[config.mk]
export PLATFORM = sky130hd
export DESIGN_NAME = subsystem_health_supervisor_top
export DESIGN_NICKNAME = d
export VERILOG_FILES = /design/src/shs_pkg.sv /design/src/shs_cell.sv /design/src/subsystem_health_supervisor_top.sv
export VERILOG_INCLUDE_DIRS = /design/src /design/src/src
export SDC_FILE = /design/constraint.sdc
export NUM_CORES = 1
export LEC_CHECK = 0
export BUFFER_PORTS_ARGS = -buffer_cell sky130_fd_sc_hd__buf_4
export CELL_PAD_IN_SITES_DETAIL_PLACEMENT = 1
export CELL_PAD_IN_SITES_GLOBAL_PLACEMENT = 2
export CORE_MARGIN = 3
export CORE_UTILIZATION = 43
export CTS_CLUSTER_DIAMETER = 120
export DETAILED_ROUTE_END_ITERATION = 8
export PLACE_DENSITY = 0.9
export SLEW_MARGIN = 20
export SYNTH_ARGS = -nofsm -noshare
export SYNTH_HDL_FRONTEND = slang
export SYNTH_SLANG_ARGS = --single-unit
[constraint.sdc]
create_clock -name i_clk -period 9.4 [get_ports i_clk]
set_clock_uncertainty 0.05 [all_clocks]
set_input_delay 0.47 -clock i_clk [delete_from_list [all_inputs] [get_ports i_clk]]
set_output_delay 0.47 -clock i_clk [all_outputs]
set_load 0.01 [all_outputs]
[src/subsystem_health_supervisor_top_macros.svh]
// Assertion helpers for the supervisor top level.
`ifndef SUBSYSTEM_HEALTH_SUPERVISOR_TOP_MACROS_SVH
`define SUBSYSTEM_HEALTH_SUPERVISOR_TOP_MACROS_SVH

// Same-cycle implication, checked outside reset.
`define SHS_ASSERT_NOW(label, clk, rst_n, ante, cons) \
    label: assert property (@(posedge clk) disable iff (!rst_n) (ante) |-> (cons)) \
        else $error("supervisor check failed");

// Next-cycle implication, checked outside reset.
`define SHS_ASSERT_NEXT(label, clk, rst_n, ante, cons) \
    label: assert property (@(posedge clk) disable iff (!rst_n) (ante) |=> cons) \
        else $error("supervisor check failed");

`endif

[src/shs_pkg.sv]
package shs_pkg;

    localparam int IDX_W       = 4;
    localparam int NUM_IDX     = 1 << IDX_W;
    localparam int AGE_W       = 16;
    localparam int MASK_W      = 16;
    localparam int STATE_W     = 3;
    localparam int MAX_SUBSYSTEMS_DEF = 16;
    localparam logic [AGE_W-1:0] TIMEOUT_RST = 16'd5;
    localparam logic [AGE_W-1:0] AGE_MAX     = '1;

    typedef enum logic [1:0] {
        K_REGISTER  = 2'd0,
        K_HEARTBEAT = 2'd1,
        K_FAULT     = 2'd2,
        K_TICK      = 2'd3
    } t_kind;

    localparam logic [STATE_W-1:0] ST_INIT     = 3'd0;
    localparam logic [STATE_W-1:0] ST_NOMINAL  = 3'd1;
    localparam logic [STATE_W-1:0] ST_DEGRADED = 3'd2;
    localparam logic [STATE_W-1:0] ST_RECOVERY = 3'd3;
    localparam logic [STATE_W-1:0] ST_SAFE     = 3'd4;

    typedef struct packed {
        logic [1:0]       kind;
        logic [IDX_W-1:0] subsystem_index;
        logic             beat_active;
        logic             healthy_flag;
        logic             emergency;
    } t_in_req;

    typedef struct packed {
        logic [STATE_W-1:0] sup_state;
        logic               state_published;
        logic [MASK_W-1:0]  degraded_mask;
    } t_out_rsp;

    // Command broadcast to every cell on an accepted request.
    typedef struct packed {
        logic             valid;
        t_kind            kind;
        logic [IDX_W-1:0] index;
        logic             active;
        logic             healthy;
    } t_cell_cmd;

    // Summary handed from cell to cell along the row.
    typedef struct packed {
        logic any_reg;
        logic all_ok;
        logic hit;
    } t_chain;

endpackage

[src/shs_cell.sv]
module shs_cell #(
    parameter int CELL_ID = 0
) (
    input  logic                         i_clk,
    input  logic                         i_rst_n,
    input  shs_pkg::t_cell_cmd           i_cmd,
    input  logic [shs_pkg::AGE_W-1:0]    i_timeout,
    input  shs_pkg::t_chain              i_chain,
    output shs_pkg::t_chain              o_chain,
    output logic                         o_degraded
);

    logic                      r_registered;
    logic                      r_active;
    logic                      r_healthy;
    logic [shs_pkg::AGE_W-1:0] r_age;
    logic                      sel;

    assign sel = (CELL_ID < shs_pkg::NUM_IDX)
              && (i_cmd.index == shs_pkg::IDX_W'(CELL_ID));

    assign o_degraded = r_registered && (!r_active || !r_healthy || (r_age > i_timeout));

    assign o_chain.any_reg = i_chain.any_reg | r_registered;
    assign o_chain.all_ok  = i_chain.all_ok & !o_degraded;
    assign o_chain.hit     = i_chain.hit | (sel & r_registered);

    always_ff @(posedge i_clk) begin
        if (!i_rst_n) begin
            r_registered <= 1'b0;
            r_active     <= 1'b0;
            r_healthy    <= 1'b0;
            r_age        <= '0;
        end else if (i_cmd.valid) begin
            unique case (i_cmd.kind)
                shs_pkg::K_REGISTER: begin
                    if (sel) begin
                        r_registered <= 1'b1;
                        r_active     <= 1'b0;
                        r_healthy    <= 1'b0;
                        r_age        <= '0;
                    end
                end
                shs_pkg::K_HEARTBEAT: begin
                    if (sel && r_registered) begin
                        r_active  <= i_cmd.active;
                        r_healthy <= i_cmd.healthy;
                        r_age     <= '0;
                    end
                end
                shs_pkg::K_TICK: begin
                    // saturate at the top of the range
                    if (r_registered && (r_age != shs_pkg::AGE_MAX)) begin
                        r_age <= r_age + shs_pkg::AGE_W'(1);
                    end
                end
                default: begin
                end
            endcase
        end
    end

endmodule

[src/subsystem_health_supervisor_top.sv]
// Subsystem health supervisor.
// Input channel (i_in_valid / o_in_ready / i_in): one request per item, one of
// register, heartbeat, fault event or evaluation tick, with a subsystem index
// and the heartbeat and fault flags. Output channel (o_out_valid / i_out_ready
// / o_out): exactly one response per request, carrying the system state, a
// publish flag and a mask of degraded registered subsystems.
// Config channel (i_cfg_valid / o_cfg_ready / i_cfg_data): the timeout in
// ticks; always ready, write only while no request is in flight.
// Each subsystem lives in one cell of a row; the cells update at the edge that
// accepts a request, and the row summary (any registered, all healthy, target
// registered) ripples cell to cell. The next edge evaluates the system state
// and loads the response register. No new request is accepted while one is
// being evaluated.
// A new request is accepted while a response waits, provided it is taken in
// that same cycle; a stalled receiver holds the response and blocks input.
// Reset (synchronous, active low) clears all cells, sets the state to INIT and
// the timeout to 5 ticks. An emergency fault latches SAFE until reset.
`include "subsystem_health_supervisor_top_macros.svh"

module subsystem_health_supervisor_top #(
    parameter int MAX_SUBSYSTEMS = shs_pkg::MAX_SUBSYSTEMS_DEF
) (
    input  logic                        i_clk,
    input  logic                        i_rst_n,
    input  logic                        i_in_valid,
    output logic                        o_in_ready,
    input  shs_pkg::t_in_req            i_in,
    output logic                        o_out_valid,
    input  logic                        i_out_ready,
    output shs_pkg::t_out_rsp           o_out,
    input  logic                        i_cfg_valid,
    output logic                        o_cfg_ready,
    input  logic [shs_pkg::AGE_W-1:0]   i_cfg_data
);

    typedef enum logic {
        S_IDLE,
        S_EVAL
    } t_state;

    t_state                          r_state;
    logic [shs_pkg::STATE_W-1:0]     r_sys_state;
    logic                            r_out_valid;
    shs_pkg::t_out_rsp               r_out;
    logic                            r_emerg;
    logic                            r_do_eval;
    logic [shs_pkg::AGE_W-1:0]       r_timeout;

    logic                            in_acc;
    logic                            idx_ok;
    logic                            do_eval;
    shs_pkg::t_cell_cmd              cmd;
    shs_pkg::t_chain                 chain [MAX_SUBSYSTEMS+1];
    logic [MAX_SUBSYSTEMS-1:0]       deg;
    logic [shs_pkg::MASK_W-1:0]      mask;
    logic [shs_pkg::STATE_W-1:0]     n_sys_state;
    logic                            n_pub;
    logic [shs_pkg::STATE_W-1:0]     eval_state;

    // Accept only in IDLE and when the response register is free by the next edge.
    assign o_in_ready  = (r_state == S_IDLE) && (!r_out_valid || i_out_ready);
    assign in_acc      = i_in_valid && o_in_ready;
    assign o_cfg_ready = 1'b1;
    assign o_out_valid = r_out_valid;
    assign o_out       = r_out;

    assign cmd.valid   = in_acc;
    assign cmd.kind    = shs_pkg::t_kind'(i_in.kind);
    assign cmd.index   = i_in.subsystem_index;
    assign cmd.active  = i_in.beat_active;
    assign cmd.healthy = i_in.healthy_flag;

    assign chain[0] = '{any_reg: 1'b0, all_ok: 1'b1, hit: 1'b0};

    for (genvar g = 0; g < MAX_SUBSYSTEMS; g++) begin : g_cell
        shs_cell #(
            .CELL_ID(g)
        ) u_cell (
            .i_clk      (i_clk),
            .i_rst_n    (i_rst_n),
            .i_cmd      (cmd),
            .i_timeout  (r_timeout),
            .i_chain    (chain[g]),
            .o_chain    (chain[g+1]),
            .o_degraded (deg[g])
        );
    end

    // Only the first sixteen entries show in the mask.
    for (genvar b = 0; b < shs_pkg::MASK_W; b++) begin : g_mask
        if (b < MAX_SUBSYSTEMS) begin : g_live
            assign mask[b] = deg[b];
        end else begin : g_zero
            assign mask[b] = 1'b0;
        end
    end

    assign idx_ok = 32'(i_in.subsystem_index) < 32'(MAX_SUBSYSTEMS);

    // Decide at accept whether the item triggers an evaluation.
    always_comb begin
        unique case (shs_pkg::t_kind'(i_in.kind))
            shs_pkg::K_REGISTER:  do_eval = idx_ok;
            shs_pkg::K_HEARTBEAT: do_eval = chain[MAX_SUBSYSTEMS].hit;
            shs_pkg::K_FAULT:     do_eval = !i_in.emergency;
            default:              do_eval = 1'b1;
        endcase
    end

    always_comb begin
        if (!chain[MAX_SUBSYSTEMS].any_reg) begin
            eval_state = shs_pkg::ST_INIT;
        end else if (chain[MAX_SUBSYSTEMS].all_ok) begin
            eval_state = shs_pkg::ST_NOMINAL;
        end else begin
            eval_state = shs_pkg::ST_DEGRADED;
        end
    end

    // Emergency wins and always reports; SAFE otherwise holds; else report only on a change.
    always_comb begin
        n_sys_state = r_sys_state;
        n_pub       = 1'b0;
        priority if (r_emerg) begin
            n_sys_state = shs_pkg::ST_SAFE;
            n_pub       = 1'b1;
        end else if (r_do_eval && (r_sys_state != shs_pkg::ST_SAFE)) begin
            n_sys_state = eval_state;
            n_pub       = (eval_state != r_sys_state);
        end
    end

    always_ff @(posedge i_clk) begin
        if (!i_rst_n) begin
            r_timeout <= shs_pkg::TIMEOUT_RST;
        end else if (i_cfg_valid) begin
            r_timeout <= i_cfg_data;
        end
    end

    // Response payload: load on evaluation, hold while waiting.
    always_ff @(posedge i_clk) begin
        if (!i_rst_n) begin
            r_state     <= S_IDLE;
            r_sys_state <= shs_pkg::ST_INIT;
            r_out_valid <= 1'b0;
            r_out       <= '0;
            r_emerg     <= 1'b0;
            r_do_eval   <= 1'b0;
        end else begin
            if (r_out_valid && i_out_ready) begin
                r_out_valid <= 1'b0;
            end
            unique case (r_state)
                S_IDLE: begin
                    if (in_acc) begin
                        r_emerg   <= (shs_pkg::t_kind'(i_in.kind) == shs_pkg::K_FAULT)
                                  && i_in.emergency;
                        r_do_eval <= do_eval;
                        r_state   <= S_EVAL;
                    end
                end
                S_EVAL: begin
                    r_sys_state           <= n_sys_state;
                    r_out_valid           <= 1'b1;
                    r_out.sup_state       <= n_sys_state;
                    r_out.state_published <= n_pub;
                    r_out.degraded_mask   <= mask;
                    r_state               <= S_IDLE;
                end
                default: begin
                    r_state <= S_IDLE;
                end
            endcase
        end
    end

    `SHS_ASSERT_NEXT(a_accept_to_eval, i_clk, i_rst_n, in_acc, (r_state == S_EVAL))
    `SHS_ASSERT_NOW(a_no_accept_in_eval, i_clk, i_rst_n, (r_state == S_EVAL), !o_in_ready)
    `SHS_ASSERT_NEXT(a_safe_sticks, i_clk, i_rst_n, (r_sys_state == shs_pkg::ST_SAFE),
        (r_sys_state == shs_pkg::ST_SAFE))
    `SHS_ASSERT_NEXT(a_emerg_reports, i_clk, i_rst_n,
        (in_acc && (i_in.kind == shs_pkg::K_FAULT) && i_in.emergency),
        ##1 (o_out_valid && o_out.state_published && (o_out.sup_state == shs_pkg::ST_SAFE)))
    `SHS_ASSERT_NOW(a_no_recovery, i_clk, i_rst_n, o_out_valid,
        (o_out.sup_state != shs_pkg::ST_RECOVERY))

endmodule

==> Yosys cells after proc, flatten, opt, wreduce, memory -nomap -nowiden <==
Cells that the tools add are included.
{ "word_totals": {"wordCells": 597, "register_bits": 344, "in_bits": 30} }
{ "op_classes": {"addsub": 16, "n_reduce_logical": 192, "mux": 155, "bitwise_logic": 62, "eq_ne": 84, "order_cmp": 16} }
{ "ops": {"columns": ["operator", "count"], "rows": [
  ["two-way mux 16 bit", 48],
  ["one-hot mux 16 bit (3 select lines)", 16],
  ["adder 16 x 1 -> 16 bit (second input constant)", 16],
  ["greater-than comparator 16 bit", 16],
  ["inequality test 16 bit (second input constant)", 16],
  ["inequality test 2 x 1 -> 1 bit (second input constant)", 48],
  ["AND reduction 5 bit", 16],
  ["one-hot mux 1 bit (2 select lines)", 34],
  ["AND reduction 4 bit", 16],
  ["logical AND 1 bit", 53],
  ["two-way mux 1 bit", 53],
  ["logical NOT 1 bit", 50],
  ["AND reduction 3 bit", 16],
  ["logical OR 1 bit", 33],
  ["equality test 4 bit (second input constant)", 8],
  ["bitwise AND 1 bit", 31],
  ["bitwise OR 1 bit", 30],
  ["equality test 4 x 3 -> 1 bit (second input constant)", 4],
  ["equality test 4 x 2 -> 1 bit (second input constant)", 2],
  ["two-way mux 3 bit", 2],
  ["nonzero test 2 bit", 3],
  ["equality test 2 bit (second input constant)", 2],
  ["equality test 4 x 1 -> 1 bit (second input constant)", 1],
  ["logical NOT 4 bit", 1],
  ["other kinds (8)", 10]
]} }

==> Longest topological paths before layout <==
Gate-level depths: netlist of run 1.
{ "logic_depth": {"word_depth": 25, "ltp_mapped": 12} }

==> By module <==
From an unflattened synthesis of run 1, not the netlist that was laid out.
{ "hier_totals": {"cells_unflattened": 3215, "hier_area_um2": 26745.7} }
{ "modules_own_cells": {"columns": ["mod", "n_inst", "seq_area_each_um2", "cells_per_inst", "area_per_inst_um2"], "rows": [
  ["shs_cell at g_cell[10].u_cell ...", 4, 380.4, 193, 1559.0],
  ["shs_cell at g_cell[11].u_cell ...", 2, 380.4, 193, 1631.6],
  ["shs_cell at g_cell[12].u_cell ...", 2, 380.4, 192, 1620.3],
  ["shs_cell at g_cell[13].u_cell ...", 2, 380.4, 194, 1607.8],
  ["shs_cell at g_cell[4].u_cell ...", 2, 380.4, 192, 1552.7],
  ["shs_cell at g_cell[15].u_cell", 1, 380.4, 193, 1570.3],
  ["subsystem_health_supervisor_top", 1, 800.8, 158, 1569.0],
  ["shs_cell at g_cell[1].u_cell", 1, 380.4, 192, 1566.5],
  ["shs_cell at g_cell[0].u_cell", 1, 380.4, 192, 1550.2],
  ["shs_cell at g_cell[2].u_cell", 1, 380.4, 166, 1428.9]
]} }

==> Worst setup path before layout of run 1 <==
No wires, ideal clock.
{ "synth_path": {"kind": "flip-flop to flip-flop", "from": "register r_timeout[14] (netlist name)", "to": "register r_out (netlist bit o_out[16])", "n_path_buf": 0, "path_stages_with_launch": 11, "synth_period_minus_slack_ns": 3.234, "t_arrival_ns": 3.067, "slack_ns": 6.166, "path_cell_list": "dfxtp_1 > inv_1 > ha_1 > nand4_1 > or4_1 > o31ai_1 > a21oi_1 > or4_4 > nor4b_4 > nand4b_1 > a32o_1"} }
{ "synth_via": {"elab_chain_cells": 24} }
{ "synth_rtl": {"columns": ["element", "line_no", "rtl"], "rows": [
  ["from (decl)", "subsystem_health_supervisor_top.sv:47", "logic [shs_pkg::AGE_W-1:0] r_timeout;"],
  ["from (signal assigned)", "subsystem_health_supervisor_top.sv:135", "r_timeout <= shs_pkg::TIMEOUT_RST;"],
  ["from (signal assigned)", "subsystem_health_supervisor_top.sv:137", "r_timeout <= i_cfg_data;"],
  ["greater-than comparator 16 bit", "shs_cell.sv:22", "assign o_degraded = r_registered && (!r_active || !r_healthy || (r_age > i_timeout));"],
  ["logical OR 1 bit", "shs_cell.sv:22", null],
  ["logical AND 1 bit", "shs_cell.sv:22", null],
  ["logical NOT 1 bit", "shs_cell.sv:25", "assign o_chain.all_ok = i_chain.all_ok & !o_degraded;"],
  ["bitwise AND 1 bit (14 in series)", "shs_cell.sv:25", null],
  ["bitwise AND 1 bit *", "shs_cell.sv:25", null],
  ["two-way mux 2 bit *", "subsystem_health_supervisor_top.sv:113", "end else if (chain[MAX_SUBSYSTEMS].all_ok) begin"],
  ["two-way mux 2 bit *", "subsystem_health_supervisor_top.sv:111", "if (!chain[MAX_SUBSYSTEMS].any_reg) begin"],
  ["inequality test 3 bit *", "subsystem_health_supervisor_top.sv:129", "n_pub = (eval_state != r_sys_state);"],
  ["two-way mux 1 bit *", "subsystem_health_supervisor_top.sv:127", "end else if (r_do_eval && (r_sys_state != shs_pkg::ST_SAFE)) begin"],
  ["two-way mux 1 bit *", "subsystem_health_supervisor_top.sv:124", "priority if (r_emerg) begin"],
  ["to (decl)", "subsystem_health_supervisor_top.sv:44", "shs_pkg::t_out_rsp r_out;"]
]} }
Mark *: on every way between the ends. The rest lies on a longest branch, timed or not.
A chain may end at the register's enable or synchronous reset.

==> Worst setup path in the final report of run 1 <==
Same ends and word-level chain as after synthesis.

==> impl_results.md, run 1 <==
* Max-cap violations at 0
* Root Driver: clkbuf_16
* All-Layer GR Usage at 25.3%
* Filler-free cell count of the finished design at 3221
* Clk_lat worst skew at 570 ps
* Post-synth EDFFs at 0
* Total CTS buffers at 42
* Antenna violations before repair at 1
* WP buf/inv at 2
* CTS tree: done
* Commonest non-fill, non-tap cells in the layout: 344 x dfxtp_1, 298 x nor2_1, 276 x ha_1, 221 x nand2_1, 130 x xor2_1
* R2r worst-path depth at 11
* Flops & latches, synth at 344
* Vias per cell at 5.79
* Crit path launch: r_timeout[14]
* Synthesized netlist cell count at 2490
* Most common cell after layout, fill and taps aside: dfxtp_1
* Final period utilization at 42.3%
* Reg clk slew, reported paths at 60 ps
* Worst Setup Start Kind: flop
* WP depth at 11
* Gr ovfl total at 0
* I/O Buffers at 51
* Reg-to-reg slack, setup at 5420 ps
* Fill count at 5663
* CTS Hold Bufs at 0
* Met2 WL at 31900 µm
* Die W at 228 µm
* Setup crit end kind: flop
* Routability congestion estimate at 0.845
* Cell area after synthesis at 21100 µm²
* Inst Count DP at 3148
* Die area at 51900 µm²
* Register area share after synthesis at 32.6%
* Routed Antenna Nets at 0
* Mean cell area of the mapped netlist at 8.49 µm²
* XOR/XNOR Fraction of Synth Area at 8.32%
* Share of cells above drive strength 1 at 6.90%
* Pwr/cell area at 145 nW/µm²
* Wl on met1 at 30200 µm
* Die Ht at 228 µm
* Drt total wl at 66400 µm
* Crit path kind: reg -> reg
* Initial Utilization at 43.9%
* Yosys cell types at 66
* Critical path data required time at 9820 ps
* Initial DRC count at 958
* Final Hold Viols at 0
* Register area at 6890 µm²
* Fmax achieved at 0.251 GHz
* P&R area growth vs syn at 12.1%
* Syn_nets at 2797
* Final max-slew violation count at 0
* Clock buffer depth at 3
* Finished Cell Area at 23700 µm²
* Largest family of logic cells by synthesized area: simple AND/OR/NAND/NOR gates
* Sink Count at 344
* Worst flop-to-flop path endpoint: o_out[16]
* Endpoints failing setup at 0
* CP max FO at 9
* First-pass GRT wire length at 107000 µm
* Min-delay worst type: in -> reg
* IO Pins at 53
* Synth Area in Adders at 16.4%
* Crit path to: o_out[16]
* Routed length on met3 at 2300 µm
* CP delay by family, top: simple AND/OR/NAND/NOR gates
* Post-cts gate resize count at 0
* Post-CTS setup buffers at 0
* CTS H-Tree Depth at 2
* Largest net degree at the start of global routing at 67
* Number of cell rows at 80
* RSZ-0062 raised after global routing: false
* Main synth FF type: dfxtp_1
* Worst path cell trace: inv_1, buf_4, ha_1, nand4_1, or4_1, o31ai_1, a21oi_1, or4_4, nor4b_4, nand4b_1, a32o_1
* Leak Pwr at 9.27 nW
* Multi-input logic area at 13800 µm²
* CP Data Arrival Time at 4400 ps
* Ys async rst share at 0%
* Warnings from Yosys at 0
* Critical path's largest stage delay at 570 ps
* TNS Setup at 0 ps
* Reg2reg start: r_timeout[14]
* Area of the core at 48100 µm²
* Top sig layer: met4
* DRT Pass-1 Iters at 5
* Slowest CP cell: or4_1
* Nets at 2843
* DR vias at 18600
* Synth Area in Compound Gates at 12.7%
* Worst-Margin Slew at 1050 ps
* Fraction of synthesized area in multiplexers at 3.75%
* DP HPWL at 47300 µm
* Tmin final at 3980 ps
* Post-Synth Simple-Gate Area at 23.6%
* Wire length per cell at 20.6 µm
* Status: finished clean
* Drt drc at 0
* Slew margin rel. at 30.2%
* Vias in the first global route at 19700
* VDD IR-drop max at 0.102 mV
* Placed instance area at 22300 µm²
[worst min-delay path, stage by stage]
cell and delay, ps:
buf_4 80, mux2i_1 60, nand2_1 60
[worst min-delay path by stage]
stage / startpoint / end / slack, ps / cells past startpoint
detailed placement: g_cell[6].u_cell.r_healthy / g_cell[6].u_cell.r_healthy / 450 / 2
global placement: g_cell[6].u_cell.r_healthy / g_cell[6].u_cell.r_healthy / 420 / 2
global route: i_cfg_data[2] / r_timeout[2] / 80 / 3
floorplan: g_cell[6].u_cell.r_healthy / g_cell[6].u_cell.r_healthy / 410 / 2
finish: i_cfg_data[0] / r_timeout[0] / 90 / 3
CTS: i_cfg_data[2] / r_timeout[2] / 60 / 3
[cell families (layout without fill, tap and decap cells)]
| kind of cell | count (synthesis) | in the layout |
|---|---|---|
| AO/OA/AOI/OAI | 423 | 423 |
| XOR/XNOR | 201 | 201 |
| buffers and inverters | 151 | 225 |
| multiplexers | 79 | 79 |
| AND/OR/NAND/NOR | 1014 | 1014 |
| adder cells (fa/ha/maj) | 277 | 277 |
| flip-flops | 344 | 344 |
| other | 1 | 2 |
[layer usage]
metal	vias up	global-route usage, %
met4	0	7.96
met2	303	44.2
met3	124	3.61
li1	8989	-
met1	9228	32.2
met5	-	0
[layout make-up]
class	instances	share of cell area [%]
flip-flops and latches	344	29.1
clock inverters	10	0.348
well taps	656	3.46
clock buffers	62	5.43
diodes	1	0.0106
inverters	78	1.24
multi-input cells	1995	58.1
repair buffers	75	2.38
[through the flow]
stage          hold WS (ps)  power [W]  utilization, %  setup WS, ps
6_report               92.8    0.00344            49.2          5420
5_1_grt                75.4    0.00357            49.2          5220
4_1_cts                60.0    0.00347            49.1          5450
3_5_place_dp            449    0.00183            46.3          5450
3_3_place_gp            420    0.00182            46.2          5490
2_1_floorplan           407    0.00171               -          6170
[flip-flops by register name (all words and copies together), names as in the netlist]
register	flops
g_cell.u_cell.r_active	16
r_state	1
g_cell.u_cell.r_healthy	16
r_timeout	16
g_cell.u_cell.r_registered	16
g_cell.u_cell.r_age	256
r_do_eval	1
r_emerg	1
o_out_valid	1
o_out	20
[synthesized netlist by cell type (6+ instances only)]
library cell	number	area share [%]
dfxtp_1	344	33
nor2_1	298	5.3
ha_1	277	16
nand2_1	221	3.9
xor2_1	130	5.4
a21oi_1	117	2.8
o21ai_0	109	2.6
nand3_1	94	2.2
nand4_1	92	2.7
nor2b_1	86	2.5
inv_1	78	1.4
mux2i_1	78	3.7
xnor2_1	71	2.9
clkbuf_1	60	1.1
nor3_1	46	1.1
or3_1	42	1.2
and3_1	40	1.2
o21a_1	33	1.2
and4_1	30	1.2
a211oi_1	25	0.89
and2_1	23	0.68
o211ai_1	21	0.75
nor4_1	20	0.59
a21o_1	15	0.53
a31oi_1	14	0.41
o21ai_1	13	0.31
o31ai_1	10	0.35
a2111oi_0	9	0.37
a21boi_0	8	0.28
nand2b_1	8	0.24
buf_2	7	0.17
o211a_1	6	0.28
[report_power, final]
part           internal (W)  switching [W]  total [W]
registers           0.00147      0.0000125    0.00148
logic              0.000105       0.000220   0.000325
clock network      0.000969       0.000660    0.00163
total               0.00254       0.000893    0.00344
Power figures use the tool's default switching activity.
==> run 2, diff against run 1 <==
--- a/config.mk
+++ b/config.mk
@@ -10,10 +10,10 @@
 export CELL_PAD_IN_SITES_DETAIL_PLACEMENT = 1
 export CELL_PAD_IN_SITES_GLOBAL_PLACEMENT = 2
 export CORE_MARGIN = 3
-export CORE_UTILIZATION = 43
+export CORE_UTILIZATION = 36
 export CTS_CLUSTER_DIAMETER = 120
 export DETAILED_ROUTE_END_ITERATION = 8
-export PLACE_DENSITY = 0.9
+export PLACE_DENSITY = 0.8
 export SLEW_MARGIN = 20
 export SYNTH_ARGS = -nofsm -noshare
 export SYNTH_HDL_FRONTEND = slang
==> constraint.sdc (replaced) <==
create_clock -name i_clk -period 3.2 [get_ports i_clk]
set_clock_uncertainty 0.05 [all_clocks]
set_input_delay 0.16 -clock i_clk [delete_from_list [all_inputs] [get_ports i_clk]]
set_output_delay 0.16 -clock i_clk [all_outputs]
set_load 0.01 [all_outputs]
==> run 2 against run 1 <==
The flow now finishes with violations (negative setup slack). Clock power grew to 3.2 times the previous value. Sequential share of layout area decreased by 2.1 points. Worst hold slack got worse by 62 ps. Sequential cell count unchanged. Worst setup slack got worse by 5700 ps. Combinational power rose to 3.7 times the previous value. Total power rose to 3.1 times the previous value. Sequential power grew to 2.9 times the previous value. Critical endpoint unchanged. Largest power group unchanged.
==> impl_results.md, run 2 (synthesized netlist as in run 1, its figures left out) <==
* Status: finished, violations left (was finished clean)
* Failing checks: negative setup slack
* M1 GR Usage at 29.8% (was 32.2%)
* Largest reg by FF count: g_cell.u_cell.r_age (unchanged)
* Critical path data required time at 3670 ps (was 9820 ps)
* Max-cap violations at 0 (unchanged)
* Final hold slack at 30.5 ps (was 92.8 ps)
* Switching power at 0.00279 W (was 0.000893 W)
* Largest net degree at the start of global routing at 52 (was 67)
* Largest register FFs at 256 (unchanged)
* Nets at 2988 (was 2843)
* Antenna violations before repair at 5 (was 1)
* Wire length per cell at 20.8 µm (was 20.6 µm)
* Seq pwr share at 40.6% (was 43.1%)
* Worst Setup Start Kind: flop (unchanged)
* CTS tree: done (unchanged)
* Endpoints failing setup at 3 (was 0)
* Total design power at 0.0107 W (was 0.00344 W)
* Pwr/cell area at 419 nW/µm² (was 145 nW/µm²)
* All-Layer GR Usage at 23.3% (was 25.3%)
* Clk_lat worst skew at 580 ps (was 570 ps)
* Slew margin rel. at 36.9% (was 30.2%)
* Final max-slew violation count at 0 (unchanged)
* Most common cell after layout, fill and taps aside: dfxtp_1 (unchanged)
* Setup crit end kind: flop (unchanged)
* Die area at 61700 µm² (was 51900 µm²)
* Initial DRC count at 856 (was 958)
* Reg2reg start: r_timeout[14] (unchanged)
* Reg clk slew, reported paths at 60 ps (about the same)
* CP Data Arrival Time at 3910 ps (was 4400 ps)
* Filler-free cell count of the finished design at 3482 (was 3221)
* Commonest non-fill, non-tap cells in the layout: 343 x dfxtp_1, 297 x nor2_1, 274 x ha_1, 221 x nand2_1, 171 x buf_4 (was 344 x dfxtp_1, 298 x nor2_1, 276 x ha_1, 221 x nand2_1, 130 x xor2_1)
* Total CTS buffers at 43 (was 42)
* Min-delay worst type: in -> reg (unchanged)
* Die W at 248 µm (was 228 µm)
* Root Driver: clkbuf_16 (unchanged)
* Share of cells above drive strength 1 at 12.1% (was 6.90%)
* DRT Pass-1 Iters at 5 (unchanged)
* Startpoint of the worst hold path: i_cfg_valid (was i_cfg_data[0])
* Crit path launch: r_timeout[14] (unchanged)
* Die Ht at 248 µm (was 228 µm)
* VDD IR-drop max at 0.359 mV (was 0.102 mV)
* Drt drc at 0 (unchanged)
* CTS H-Tree Depth at 2 (unchanged)
* Sink Count at 344 (unchanged)
* Critical path's largest stage delay at 540 ps (was 570 ps)
* Met2 usage at 40.0% (was 44.2%)
* Clk pwr share at 48.2% (was 47.4%)
* Most used cell along the critical path: or4_4
* IO Pins at 53 (unchanged)
* Int Pwr at 0.00792 W (was 0.00254 W)
* Routability congestion estimate at 0.889 (was 0.845)
* Logic pwr share at 11.2% (was 9.5%)
* Switching Share at 26.0% (about the same)
* DR vias at 19200 (was 18600)
* Drt total wl at 72300 µm (was 66400 µm)
* Area of the core at 57900 µm² (was 48100 µm²)
* Gr ovfl total at 0 (unchanged)
* Initial Utilization at 36.5% (was 43.9%)
* First-pass GRT wire length at 113000 µm (was 107000 µm)
* Routed Antenna Nets at 0 (unchanged)
* TNS Setup at -616 ps (was 0 ps)
* Most crowded layer after global routing: met2 (unchanged)
* Inst Count DP at 3361 (was 3148)
* Slowest CP cell: or4_4 (was or4_1)
* Number of cell rows at 88 (was 80)
* Leak Pwr at 10.1 nW (was 9.27 nW)
* Worst-Margin Slew at 936 ps (was 1050 ps)
* Crit path kind: reg -> reg (unchanged)
* DP Worst Slack at -391 ps (was 5450 ps)
* I/O Buffers at 51 (unchanged)
* DP HPWL at 53400 µm (was 47300 µm)
* Met3 Use GR at 3.37% (was 3.61%)
* Worst path cell trace: clkinvlp_4, buf_8, buf_6, ha_4, nand4_1, or4_4, o31ai_4, a21oi_2, or4_4, nor4b_4, buf_4, or3b_2, a32o_1 (was inv_1, buf_4, ha_1, nand4_1, or4_1, o31ai_1, a21oi_1, or4_4, nor4b_4, nand4b_1, a32o_1)
* Final Hold Viols at 0 (unchanged)
* P&R area growth vs syn at 20.9% (was 12.1%)
* Vias in the first global route at 20200 (was 19700)
* Clock buffer depth at 3 (unchanged)
* Fill count at 6819 (was 5663)
* Final period utilization at 108% (was 42.3%)
* Tmin final at 3440 ps (was 3980 ps)
* RSZ-0062 raised after global routing: true (was false)
* Vias per cell at 5.51 (was 5.79)
* Fin worst setup slack at -242 ps (was 5420 ps)
* CP max FO at 3 (was 9)
* Fmax achieved at 0.291 GHz (was 0.251 GHz)
## run 2: cell count changes in the layout (fill, tap and decap cells not counted), sizes merged
cell	previous run	this run
buf	75	190
bufinv	1	5
clkinv	8	10
clkinvlp	0	3
diode	1	2
dlygate4sd3	0	29
inv	79	77
## run 2: final timing paths
check / to / slack (ps) / cells after the start
max reg2reg: o_out[16] / -240 / 13
min: r_timeout[1] / 30 / 3
max: o_out[16] / -240 / 13
min reg2reg: g_cell[6].u_cell.r_healthy / 450 / 2
## run 2: what timing repair did
action,CTS,global route
buffers inserted,12,0
resized for setup,45,17
hold buffers,29,0
setup endpoints to repair,3,18
hold endpoints to repair,23,0
pin swaps,19,7
## run 2: layer usage
metal / routed length (µm) / vias up
met2: 34100 / 306
met4: 2440 / 6
met1: 32900 / 9450
met3: 2790 / 145
li1: - / 9281
met5: 47 / -
## run 2: power groups by stage
stage	registers, W	logic, W	clock network, W
5_1_grt	0.00435	0.00131	0.00546
2_1_floorplan	0.00444	0.000595	0
3_3_place_gp	0.00444	0.00106	0
6_report	0.00435	0.00120	0.00516
3_5_place_dp	0.00444	0.00111	0
4_1_cts	0.00435	0.00118	0.00528
## run 2: area by class of cell
cell class                      count  area (µm²)  share of cell area, %
Sequential cell                   344        6890                   26.9
Inverter                           78         297                   1.16
Antenna cell                        2        5.00                 0.0196
Multi-Input combinational cell   1995       14000                   54.8
Clock inverter                     17         215                  0.842
Clock buffer                       62        1260                   4.93
Tap cell                          765         957                   3.75
Timing Repair Buffer              219        1930                   7.56
## run 2: through the flow
step	cell area [µm²]	utilization [%]
final	25600	44.1
after CTS	25500	44.0
after floorplan	21200	-
after detailed placement	23400	40.4
after global placement	23400	40.4
after global routing	25600	44.1
## run 2: worst max-delay path, delay by kind of cell (launching register included)
family | cells | cell delay [ps]
DFF | 1 | 350
buffers and inverters | 4 | 610
AOI/OAI and AO/OA | 3 | 470
adders and majority gates | 1 | 260
and+or+nand+nor | 5 | 1640
